<file path="src/rtl/lmbs_pkg.sv">
// ----------------------------------------------------------------------------
// lmbs_pkg
// Shared types and constants of the label map boundary shader.
// ----------------------------------------------------------------------------
package lmbs_pkg;

  localparam int unsigned CfgDataBits  = 13;
  localparam int unsigned CfgIndexBits = 8;
  localparam int unsigned LabelPortBits = 16;
  localparam int unsigned RowBits      = 13;

  // register indexes of the configuration port
  localparam logic [CfgIndexBits-1:0] CFG_FRAME_WIDTH  = 8'd0;
  localparam logic [CfgIndexBits-1:0] CFG_FRAME_HEIGHT = 8'd1;

  localparam logic [RowBits-1:0] RESET_HEIGHT = 13'd4096;

  localparam logic [7:0] SHADE_EDGE   = 8'd60;
  localparam logic [7:0] SHADE_FILL_RG = 8'd218;
  localparam logic [7:0] SHADE_FILL_B = 8'd210;
  localparam logic [7:0] ALPHA_OPAQUE = 8'd255;

  localparam logic [31:0] COLOR_EMPTY = 32'h0000_0000;
  localparam logic [31:0] COLOR_EDGE  = {ALPHA_OPAQUE, SHADE_EDGE, SHADE_EDGE, SHADE_EDGE};
  localparam logic [31:0] COLOR_FILL  = {ALPHA_OPAQUE, SHADE_FILL_RG, SHADE_FILL_RG,
                                         SHADE_FILL_B};

  // per-item neighbor qualifiers, set at issue and used one stage later
  typedef struct packed {
    logic has_out;    // item lies below the first row and yields a result
    logic use_up;     // row above the output row is inside the frame
    logic use_left;   // left neighbor inside the frame
    logic use_right;  // right neighbor inside the frame
    logic frame_end;  // bottom-right pixel of the frame
  } item_flags_t;

  function automatic logic [31:0] shade_color(input logic in_region, input logic is_edge);
    logic [31:0] c;
    if (!in_region) begin
      c = COLOR_EMPTY;
    end else if (is_edge) begin
      c = COLOR_EDGE;
    end else begin
      c = COLOR_FILL;
    end
    return c;
  endfunction

endpackage

</file>
<file path="src/rtl/lmbs_scan.sv">
// ----------------------------------------------------------------------------
// lmbs_scan
// Frame geometry registers and raster position; issues line buffer reads.
// ----------------------------------------------------------------------------
module lmbs_scan import lmbs_pkg::*; #(
  parameter int unsigned MAX_WIDTH = 4096,
  parameter int unsigned LW        = 16
) (
  input  logic                         clk_i,
  input  logic                         rst_ni,
  input  logic                         cfg_we_i,
  input  logic [CfgIndexBits-1:0]      cfg_index_i,
  input  logic [CfgDataBits-1:0]       cfg_data_i,
  input  logic                         in_valid_i,
  input  logic                         in_stall_i,
  input  logic                         cmd_i,
  input  logic [LabelPortBits-1:0]     label_i,
  output logic                         issue_o,
  output logic [$clog2(MAX_WIDTH)-1:0] x_o,
  output logic [$clog2(MAX_WIDTH)-1:0] x_prev_o,
  output logic [$clog2(MAX_WIDTH)-1:0] x_next_o,
  output logic [LW-1:0]                label_o,
  output item_flags_t                  flags_o
);

  localparam int unsigned AW = $clog2(MAX_WIDTH);
  localparam int unsigned ResetWidth = (MAX_WIDTH < 4096) ? MAX_WIDTH : 4096;
  localparam logic [AW-1:0] RESET_WLAST = AW'(ResetWidth - 1);

  logic [AW-1:0]      wlast_q, wlast_d;
  logic [RowBits-1:0] height_q, height_d;
  logic [AW-1:0]      col_q, col_d;
  logic [RowBits-1:0] row_q, row_d;

  logic [31:0]        w_eff;
  logic [AW-1:0]      x;
  logic [RowBits-1:0] r;
  logic               last_col;
  logic               drop;

  // effective width: zero acts as one, clamped to the buffer depth
  always_comb begin
    w_eff = {{(32 - CfgDataBits){1'b0}}, cfg_data_i};
    if (w_eff == 32'd0) begin
      w_eff = 32'd1;
    end
    if (w_eff > 32'(MAX_WIDTH)) begin
      w_eff = 32'(MAX_WIDTH);
    end
  end

  always_comb begin
    wlast_d  = wlast_q;
    height_d = height_q;
    if (cfg_we_i) begin
      unique case (cfg_index_i)
        CFG_FRAME_WIDTH: begin
          wlast_d = AW'(w_eff - 32'd1);
        end
        CFG_FRAME_HEIGHT: begin
          height_d = (cfg_data_i == '0) ? RowBits'(1) : cfg_data_i;
        end
        default: begin
        end
      endcase
    end
  end

  always_comb begin
    x        = (col_q > wlast_q) ? wlast_q : col_q;
    r        = (row_q > height_q) ? height_q : row_q;
    last_col = (x == wlast_q);
    // surplus flush at the top-left position is swallowed
    drop     = cmd_i && (r == '0) && (x == '0);
    issue_o  = in_valid_i && !in_stall_i && !drop;

    x_o      = x;
    x_prev_o = x - AW'(1);
    x_next_o = x + AW'(1);
    label_o  = (cmd_i || (r == height_q)) ? '0 : label_i[LW-1:0];

    flags_o.has_out   = (r != '0);
    flags_o.use_up    = (r > RowBits'(1));
    flags_o.use_left  = (x != '0);
    flags_o.use_right = !last_col;
    flags_o.frame_end = (r == height_q) && last_col;

    col_d = col_q;
    row_d = row_q;
    if (issue_o) begin
      if (last_col) begin
        col_d = '0;
        row_d = (r >= height_q) ? '0 : r + RowBits'(1);
      end else begin
        col_d = x + AW'(1);
        row_d = r;
      end
    end
  end

  always_ff @(posedge clk_i or negedge rst_ni) begin
    if (!rst_ni) begin
      wlast_q  <= RESET_WLAST;
      height_q <= RESET_HEIGHT;
      col_q    <= '0;
      row_q    <= '0;
    end else begin
      wlast_q  <= wlast_d;
      height_q <= height_d;
      col_q    <= col_d;
      row_q    <= row_d;
    end
  end

endmodule
</file>
<file path="config.mk">
export PLATFORM = sky130hd
export DESIGN_NAME = lmbs_scan
export DESIGN_NICKNAME = d
export VERILOG_FILES = /design/src/rtl/lmbs_pkg.sv /design/src/rtl/lmbs_scan.sv
export SDC_FILE = /design/constraint.sdc
export NUM_CORES = 1
export LEC_CHECK = 0
export BUFFER_PORTS_ARGS = -buffer_cell sky130_fd_sc_hd__buf_2
export CAP_MARGIN = 40
export CORE_AREA = 2 2 98 170
export DETAILED_ROUTE_END_ITERATION = 12
export DIE_AREA = 0 0 100 172
export GPL_ROUTABILITY_DRIVEN = 0
export PLACE_DENSITY = 0.52
export SYNTH_ARGS = -nofsm -noshare
export SYNTH_HDL_FRONTEND = slang
export SYNTH_SLANG_ARGS = --single-unit
</file>
<file path="constraint.sdc">
create_clock -name clk_i -period 8.7 [get_ports clk_i]
set_clock_uncertainty 0.05 [all_clocks]
set_input_delay 0.435 -clock clk_i [delete_from_list [all_inputs] [get_ports clk_i]]
set_output_delay 0.435 -clock clk_i [all_outputs]
set_load 0.02 [all_outputs]
</file>
=== Word level (Yosys, flattened, before mapping) ===
Index checks and enable logic that the tools add are counted.

* $add $sub $neg: 4
* Multipliers: 0
* Divide/modulo/power cells: 0
* Magnitude comparators: 5
* Eq/ne operators: 3
* Shifts and indexed selects: 0
* Multiplexer cells: 9
* Bitwise gates (word level): 0
* Reductions and logical operators: 17

{| class="wikitable"
|+ Operator list
! cell !! number
|-
| $mux 13 || 5
|-
| $mux 12 || 3
|-
| $logic_not 13->1 || 2
|-
| $sub 12x1->12 const B || 2
|-
| $mux 16 || 1
|-
| $add 13x1->13 const B || 1
|-
| $eq 13x13->1 || 1
|-
| $ge 13x13->1 || 1
|-
| $gt 13x1->1 const B || 1
|-
| $gt 13x13->1 || 1
|-
| $gt 13x13->1 const B || 1
|-
| $reduce_bool 13->1 || 1
|-
| $add 12x1->12 const B || 1
|-
| $eq 12x12->1 || 1
|-
| $gt 12x12->1 || 1
|-
| $logic_not 12->1 || 1
|-
| $reduce_bool 12->1 || 1
|-
| $eq 8x1->1 const B || 1
|-
| $logic_not 8->1 || 1
|-
| $logic_and 1x1->1 || 5
|-
| $reduce_and 2->1 || 2
|-
| $logic_not 1->1 || 3
|-
| $logic_or 1x1->1 || 1
|}

* Flip-flop bits (word level): 50
* Bits in latches: 0
* RAM bits: 0
* ROM bits: 0
* Input bits: 43
* Logic and storage cells: 42
* Memories kept: 0

=== Longest topological paths before layout ===
Gate-level depths: netlist of the first run.

* Depth after elaboration: 7
* Mapped depth: 21

=== Worst setup path after synthesis of the first run ===
OpenSTA, ideal clock, no wires.

* Path kind: register -> register
* Start: register height_q[7]
* End: register row_q[2]
* Library setup time: 0.125 ns
* Data arrival time: 4.322 ns
* Data required time: 8.525 ns
* Path slack: 4.203 ns
* Cell stages (with the launch flop): 19
* Clock period less this slack: 4.497 ns
* Path through: dfrtp_1 -> clkbuf_1 -> inv_1 -> ha_1 -> and4_1 -> nand4_1 -> o21bai_2 -> a31oi_4 -> buf_4 -> mux2_2 -> ha_1 -> nand3_1 -> or2_2 -> or3_1 -> o211ai_1 -> nor2_1 -> and4_1 -> a311o_1 -> mux2_4

* Cells in the longest elaborated chain, start to end: 7

{| class="wikitable"
|+ Ends and longest elaborated chain
! item !! line !! RTL
|-
| from (decl) || lmbs_scan.sv:31 || <nowiki>logic [RowBits-1:0] height_q, height_d;</nowiki>
|-
| from (signal assigned) || lmbs_scan.sv:109 || <nowiki>height_q <= height_d;</nowiki>
|-
| parallel branches: the longest is 7 deep, another holds $gt 13x13->1 || -- ||
|-
| to (signal assigned) || lmbs_scan.sv:111 || <nowiki>row_q <= row_d;</nowiki>
|-
| to (decl) || lmbs_scan.sv:33 || <nowiki>logic [RowBits-1:0] row_q, row_d;</nowiki>
|}

Several ways; the timed one is not identified.
A chain may end at the register's enable or synchronous reset.

=== Worst setup path after layout of the first run ===
* Start: register height_q[12]
* End: register row_q[7]

The elaborated chain is that of the path after synthesis.

==> flow_metrics.tcl, run 1 <==
set metrics [dict create \
    met3_usage 0.0198 \
    synth_area_leaders "dfrtp_1 18%, ha_1 11%, mux2_2 7.2%, mux2i_1 7.2%, dfstp_2 6.5%" \
    grt_usage 0.200 \
    slew_violations 0 \
    drt_iter0_drc 266 \
    irDropWorstVdd_uv 180 \
    synthMuxAreaShare 0.186 \
    rsz0062_at_grt "false" \
    drt-total-wl_mm 17.1 \
    hold_slack_ns 0.219 \
    period_needed_ns 5.58 \
    power_leakage_nw 2.78 \
    drc 0 \
    gr-usage-met2 0.372 \
    setup_viol 0 \
    synth_nets 689 \
    die_h_um 172 \
    io_pins 101 \
    tightestPinTransition_ns 0.940 \
    firstDrtPassIters 4 \
    syn_area_per_cell_um2 8.80 \
    fin_ws_ns 3.12 \
    regToRegSetupSlack_ns 3.12 \
    synth-simple-area-share 0.217 \
    yosysWarnings 0 \
    overflow 0 \
    hpwl_mm 13.6 \
    num_antenna_cells 0 \
    grt.busiest_layer "met2" \
    wl_per_cell_um 19.6 \
    grt_pass1_vias 5016 \
    initial_core_util 0.333 \
    endpoint "row_q[7]" \
    powerDensity_nw_per_um2 320 \
    hold_buffers 0 \
    timing_worst_setup_path_type "reg -> reg" \
    syn_to_final_growth_pct 14.5 \
    ys_types 68 \
    ys_ff_latch 50 \
    vias 4975 \
    ys.flop_type "dfrtp_1" \
    cp.arrival_ns 5.73 \
    clockBufferDepth 2 \
    cts_sinks 50 \
    r2r_start "height_q[12]" \
    finalNetCount 773 \
    antenna_found_initial 0 \
    r2r-end "row_q[7]" \
    synth-async-reset-ratio 1.00 \
    status "finished, final reports clean" \
    crit_path_start_kind "flop" \
    htreeDepth 2 \
    clkLatencyLatePin_ns 0.31 \
    rows 61 \
    relSlewSlack 0.374 \
    drive_gt1_frac 0.277 \
    cts_tree "built" \
    synth_edf_count 0 \
    die_w_um 100 \
    final_antenna_net_count 0 \
    viasPerCell 5.69 \
    synthXorXnorAreaFrac 0.0514 \
    drv_cap 0 \
    cts_setup_buffers 0 \
    syn_inst 601 \
    cts_buffers 5 \
    min_path_type "in -> async" \
    synth_area_leader_cell "dfrtp_1" \
    clkTransAtPathRegs_ns 0.08 \
    fin_crit_sh 0.641 \
    use_met1 0.196 \
    synth_top_family_by_area "simple AND/OR/NAND/NOR gates" \
    ys_seq_area_frac 0.240 \
    cp-startpoint "height_q[12]" \
    final_hold_viol_count 0 \
    syn_area_um2 5290 \
    root_buffer "clkbuf_16" \
    required_ns 8.85 \
    synth_compound_area_frac 0.129 \
    synth-adder-area-share 0.107 \
    die_area_um2 17200 \
    port_buffers 100 \
    cts_resized 0 \
    fp.coreArea_um2 15900 \
    place_ws_ns 3.19 \
    post-route-util 0.381 \
    grt_max_degree 51 \
    crit_fanout 26 \
    worstSetupEndpointType "flop" \
    max_freq_mhz 179 \
    setup_tns_ns 0 \
    reg2reg_depth 17 \
    grt_first_pass_wirelength_mm 26.6 \
    synth_top_area_share 0.175 \
]
==> kinds of logic (layout without fill, tap and decap cells) <==
group / Yosys count / in the layout
AO/OA/AOI/OAI: 93 / 93
XOR/XNOR: 31 / 31
adder cells (fa/ha/maj): 45 / 45
buffers and inverters: 80 / 165
flip-flops: 50 / 50
multiplexers: 87 / 87
AND/OR/NAND/NOR: 215 / 215
==> how the worst min path moves through the flow <==
stage,start,to,slack (ns)
floorplan,rst_ni,col_q[0],0.09
global placement,height_q[12],height_q[12],0.44
detailed placement,height_q[12],height_q[12],0.47
CTS,rst_ni,col_q[4],0.24
global route,rst_ni,height_q[3],0.27
finish,rst_ni,row_q[8],0.22
==> power by group <==
group | switching [W] | leakage (nW) | internal [W]
logic | 0.000776 | 2.07 | 0.000544
registers | 0.000103 | 0.624 | 0.000280
clock network | 0.0000996 | 0.0857 | 0.000134
total | 0.000979 | 2.78 | 0.000957
==> worst max-delay path, cell delays in order (launching register included) <==
cell and delay (ns):
dfstp_2 0.54, inv_1 0.06, ha_1 0.29, and4_2 0.28, nand4_1 0.13, o21bai_2 0.24
a31oi_4 0.77, mux2_2 0.47, ha_1 0.31, nand3_1 0.13, or2_2 0.35, or3_1 0.50
o211ai_1 0.22, nor2_1 0.19, buf_4 0.21, and4_1 0.19, a221o_1 0.26, mux2_4 0.26
==> cell type report <==
class,instances,area (um2)
inverter,53,199
sequential,50,1270
clock inverter,1,8.76
clock buffer,7,164
tap,189,236
fill,1644,9820
multi-input combinational,471,3650
timing repair buffer,104,531
==> per-stage QoR <==
step,total power [W],cell area (um2),std cells
3_5_place_dp,0.00170,5880,867
6_report,0.00194,6050,875
5_1_grt,0.00208,6050,875
2_1_floorplan,0.00135,5290,601
3_3_place_gp,0.00166,5870,866
4_1_cts,0.00194,6050,875
==> cell usage after synthesis (14+ instances only) <==
cell      number
a21oi_1       17
and2_1        17
clkbuf_1      14
dfrtp_1       37
ha_1          45
inv_1         53
mux2_2        34
mux2_4        14
mux2i_1       38
nand2_1       47
nand3_1       28
nand4_1       16
nor2_1        31
nor3_1        18
o21ai_0       23
xnor2_1       17
xor2_1        14
==> layout by cell type (no fill, tap or decap), types with 13 or more instances in the layout <==
cell type  netlist  routed
and2_1          17      17
o21ai_0         23      23
nand2_1         47      47
nor2_1          31      31
nand3_1         28      28
ha_1            45      45
inv_1           53      53
dfstp_2         13      13
xnor2_1         17      17
dfrtp_1         37      37
nand4_1         16      16
mux2i_1         38      38
nor4_1          13      13
buf_2            5     100
xor2_1          14      14
a21oi_1         17      17
mux2_2          34      34
nor3_1          18      18
mux2_4          14      14
==> state kept, by name (all words and copies together), names as in the netlist <==
signal / count
col_q: 12
row_q: 13
wlast_q: 12
height_q: 13
==> metal layers <==
metal	part of all wire	wire, um	vias up
met2	0.54	9190	171
met3	0.029	489	77
met4	0.084	1450	0
met1	0.35	6020	2398
li1	-	-	2329
met5	0	0	-
Power figures use the tool's default switching activity.
==> run 2: changes to the inputs <==
--- a/config.mk
+++ b/config.mk
@@ -11,7 +11,7 @@
 export DETAILED_ROUTE_END_ITERATION = 12
 export DIE_AREA = 0 0 100 172
 export GPL_ROUTABILITY_DRIVEN = 0
-export PLACE_DENSITY = 0.52
+export PLACE_DENSITY = 0.54
 export SYNTH_ARGS = -nofsm -noshare
 export SYNTH_HDL_FRONTEND = slang
 export SYNTH_SLANG_ARGS = --single-unit
==> constraint.sdc (replaced) <==
create_clock -name clk_i -period 4.8 [get_ports clk_i]
set_clock_uncertainty 0.05 [all_clocks]
set_input_delay 0.24 -clock clk_i [delete_from_list [all_inputs] [get_ports clk_i]]
set_output_delay 0.24 -clock clk_i [all_outputs]
set_load 0.02 [all_outputs]
==> run 2 against run 1 <==
Against the previous run: via count rose by 2.3%; die area stayed put; maximum frequency grew 21%; setup slack worse by 2.9 ns; clock power rose by 79%; final cell count grew 4.5%; sequential power increased by 74%; critical path type unchanged; critical endpoint is now row_q[2]; largest cell class unchanged.
==> flow_metrics.tcl, run 2 (synthesis gave the netlist of run 1 again) <==
set metrics [dict create \
    die_area_um2 17200 \
    relSlewSlack 0.549 \
    hpwl_mm 14.7 \
    vias 5091 \
    dp_cells 899 \
    die_w_um 100 \
    reg_top3 "height_q x13, row_q x13" \
    placed_area_um2 6120 \
    fin_crit_sh 0.962 \
    drc 0 \
    htreeDepth 2 \
    worstSetupEndpointType "flop" \
    power_leakage_nw 3.01 \
    finalPower_w 0.00392 \
    drv_cap 0 \
    cts_buffers 5 \
    cp.arrival_ns 4.75 \
    finalNetCount 812 \
    pwr-share-seq 0.170 \
    final_hold_viol_count 0 \
    clkTransAtPathRegs_ns 0.08 \
    clkLatencyLatePin_ns 0.31 \
    overflow 0 \
    num_antenna_cells 0 \
    slew_violations 0 \
    clockBufferDepth 2 \
    port_buffers 100 \
    final_antenna_net_count 0 \
    max_freq_mhz 217 \
    min_path_type "in -> async" \
    final_cell_count_no_fill 914 \
    root_buffer "clkbuf_16" \
    antenna_found_initial 0 \
    cp-startpoint "height_q[12]" \
    cts_sinks 50 \
    viasPerCell 5.57 \
    cts_tree "built" \
    grt_pass1_vias 5151 \
    crit_path_start_kind "flop" \
    r2r-end "row_q[2]" \
    powerDensity_nw_per_um2 611 \
    fill_cells 1606 \
    p_clk_frac 0.106 \
    r2r_start "height_q[12]" \
    combinationalPowerShare 0.723 \
    grt_max_degree 51 \
    p_switching_w 0.00188 \
    postLayoutCellArea_um2 6430 \
    drt-total-wl_mm 18.1 \
    drive_gt1_frac 0.324 \
    initial_core_util 0.333 \
    wl_per_cell_um 19.8 \
    io_pins 101 \
    syn_to_final_growth_pct 21.6 \
    die_h_um 172 \
    firstDrtPassIters 5 \
    fin_ws_ns 0.184 \
    tightestPinTransition_ns 0.658 \
    final_common_cell "buf_2" \
    fp.coreArea_um2 15900 \
    regToRegSetupSlack_ns 0.18 \
    reg2reg_depth 18 \
    rows 61 \
    crit_fanout 5 \
    endpoint "row_q[2]" \
    final_cell_mix "100 x buf_2, 53 x inv_1, 47 x nand2_1" \
    p_int_w 0.00205 \
    grt_first_pass_wirelength_mm 27.4 \
    hold_buffers 0 \
    place_ws_ns 0.0313 \
    setup_viol 0 \
    required_ns 4.94 \
    drt_iter0_drc 346 \
    timing_worst_setup_path_type "reg -> reg" \
    period_needed_ns 4.62 \
    grt_usage 0.208 \
    p_sw_frac 0.479 \
    status "finished, final reports clean" \
    irDropWorstVdd_uv 280 \
]
-- run 2: worst min-delay path by stage --
stage | start | slack [ns] | end | cells after the start
floorplan | rst_ni | -0.11 | col_q[0] | 0
global placement | rst_ni | 0.35 | col_q[0] | 2
detailed placement | rst_ni | 0.37 | height_q[5] | 2
CTS | rst_ni | 0.05 | col_q[0] | 2
global route | rst_ni | 0.07 | col_q[0] | 2
finish | rst_ni | 0.007 | col_q[1] | 2
-- run 2: power by group through the flow --
| stage | logic, W | clock network [W] | registers [W] |
|---|---|---|---|
| floorplan | 0.00184 | 0 | 0.000599 |
| global placement | 0.00246 | 0 | 0.000670 |
| detailed placement | 0.00251 | 0 | 0.000666 |
| CTS | 0.00252 | 0.000424 | 0.000663 |
| global route | 0.00306 | 0.000434 | 0.000681 |
| finish | 0.00284 | 0.000418 | 0.000668 |
-- run 2: worst max-delay path: stages, from the launching register on --
cell and delay [ns]:
dfstp_2 0.54, inv_1 0.06, ha_1 0.28, and4_4 0.23
nand4_1 0.12, o21bai_4 0.21, a31oi_4 0.22, buf_12 0.14
mux2_2 0.36, ha_1 0.33, nand3_2 0.10, or2_2 0.31
or3_4 0.40, o211ai_1 0.13, nor2_2 0.09, buf_4 0.16
and4_1 0.19, a311o_1 0.31, mux2_4 0.26
-- run 2: metal layers --
layer	share of wire	global-route usage	wire length (um)	up-vias
li1	-	-	-	2413
met1	0.34	0.191	6110	2449
met2	0.56	0.413	10100	157
met3	0.024	0.0182	429	72
met4	0.081	0.153	1470	0
met5	0	0	0	-
-- run 2: repair_timing --
action	in CTS	in global routing
endpoints found under the hold margin	0	0
endpoints found under the setup margin	16	29
setup buffers	0	6
pin swaps	0	3
gates resized for setup	1	10
gates cloned	0	1
-- run 2: per-stage QoR --
stage | utilization | hold WS, ns | TNS [ns]
after floorplan | - | -0.106 | 0
after global placement | 0.385 | 0.351 | 0
after detailed placement | 0.385 | 0.373 | 0
after CTS | 0.396 | 0.0452 | 0
after global routing | 0.405 | 0.0699 | -0.000706
final | 0.405 | 0.00664 | 0
-- run 2: final cells by class --
type                            count  area, um2  area share
Clock buffer                        6        150      0.0234
Clock inverter                      2       17.5     0.00273
Inverter                           53        199      0.0310
Multi-Input combinational cell    471       3700       0.576
Sequential cell                    50       1270       0.197
Tap cell                          189        236      0.0368
Timing Repair Buffer              143        857       0.133
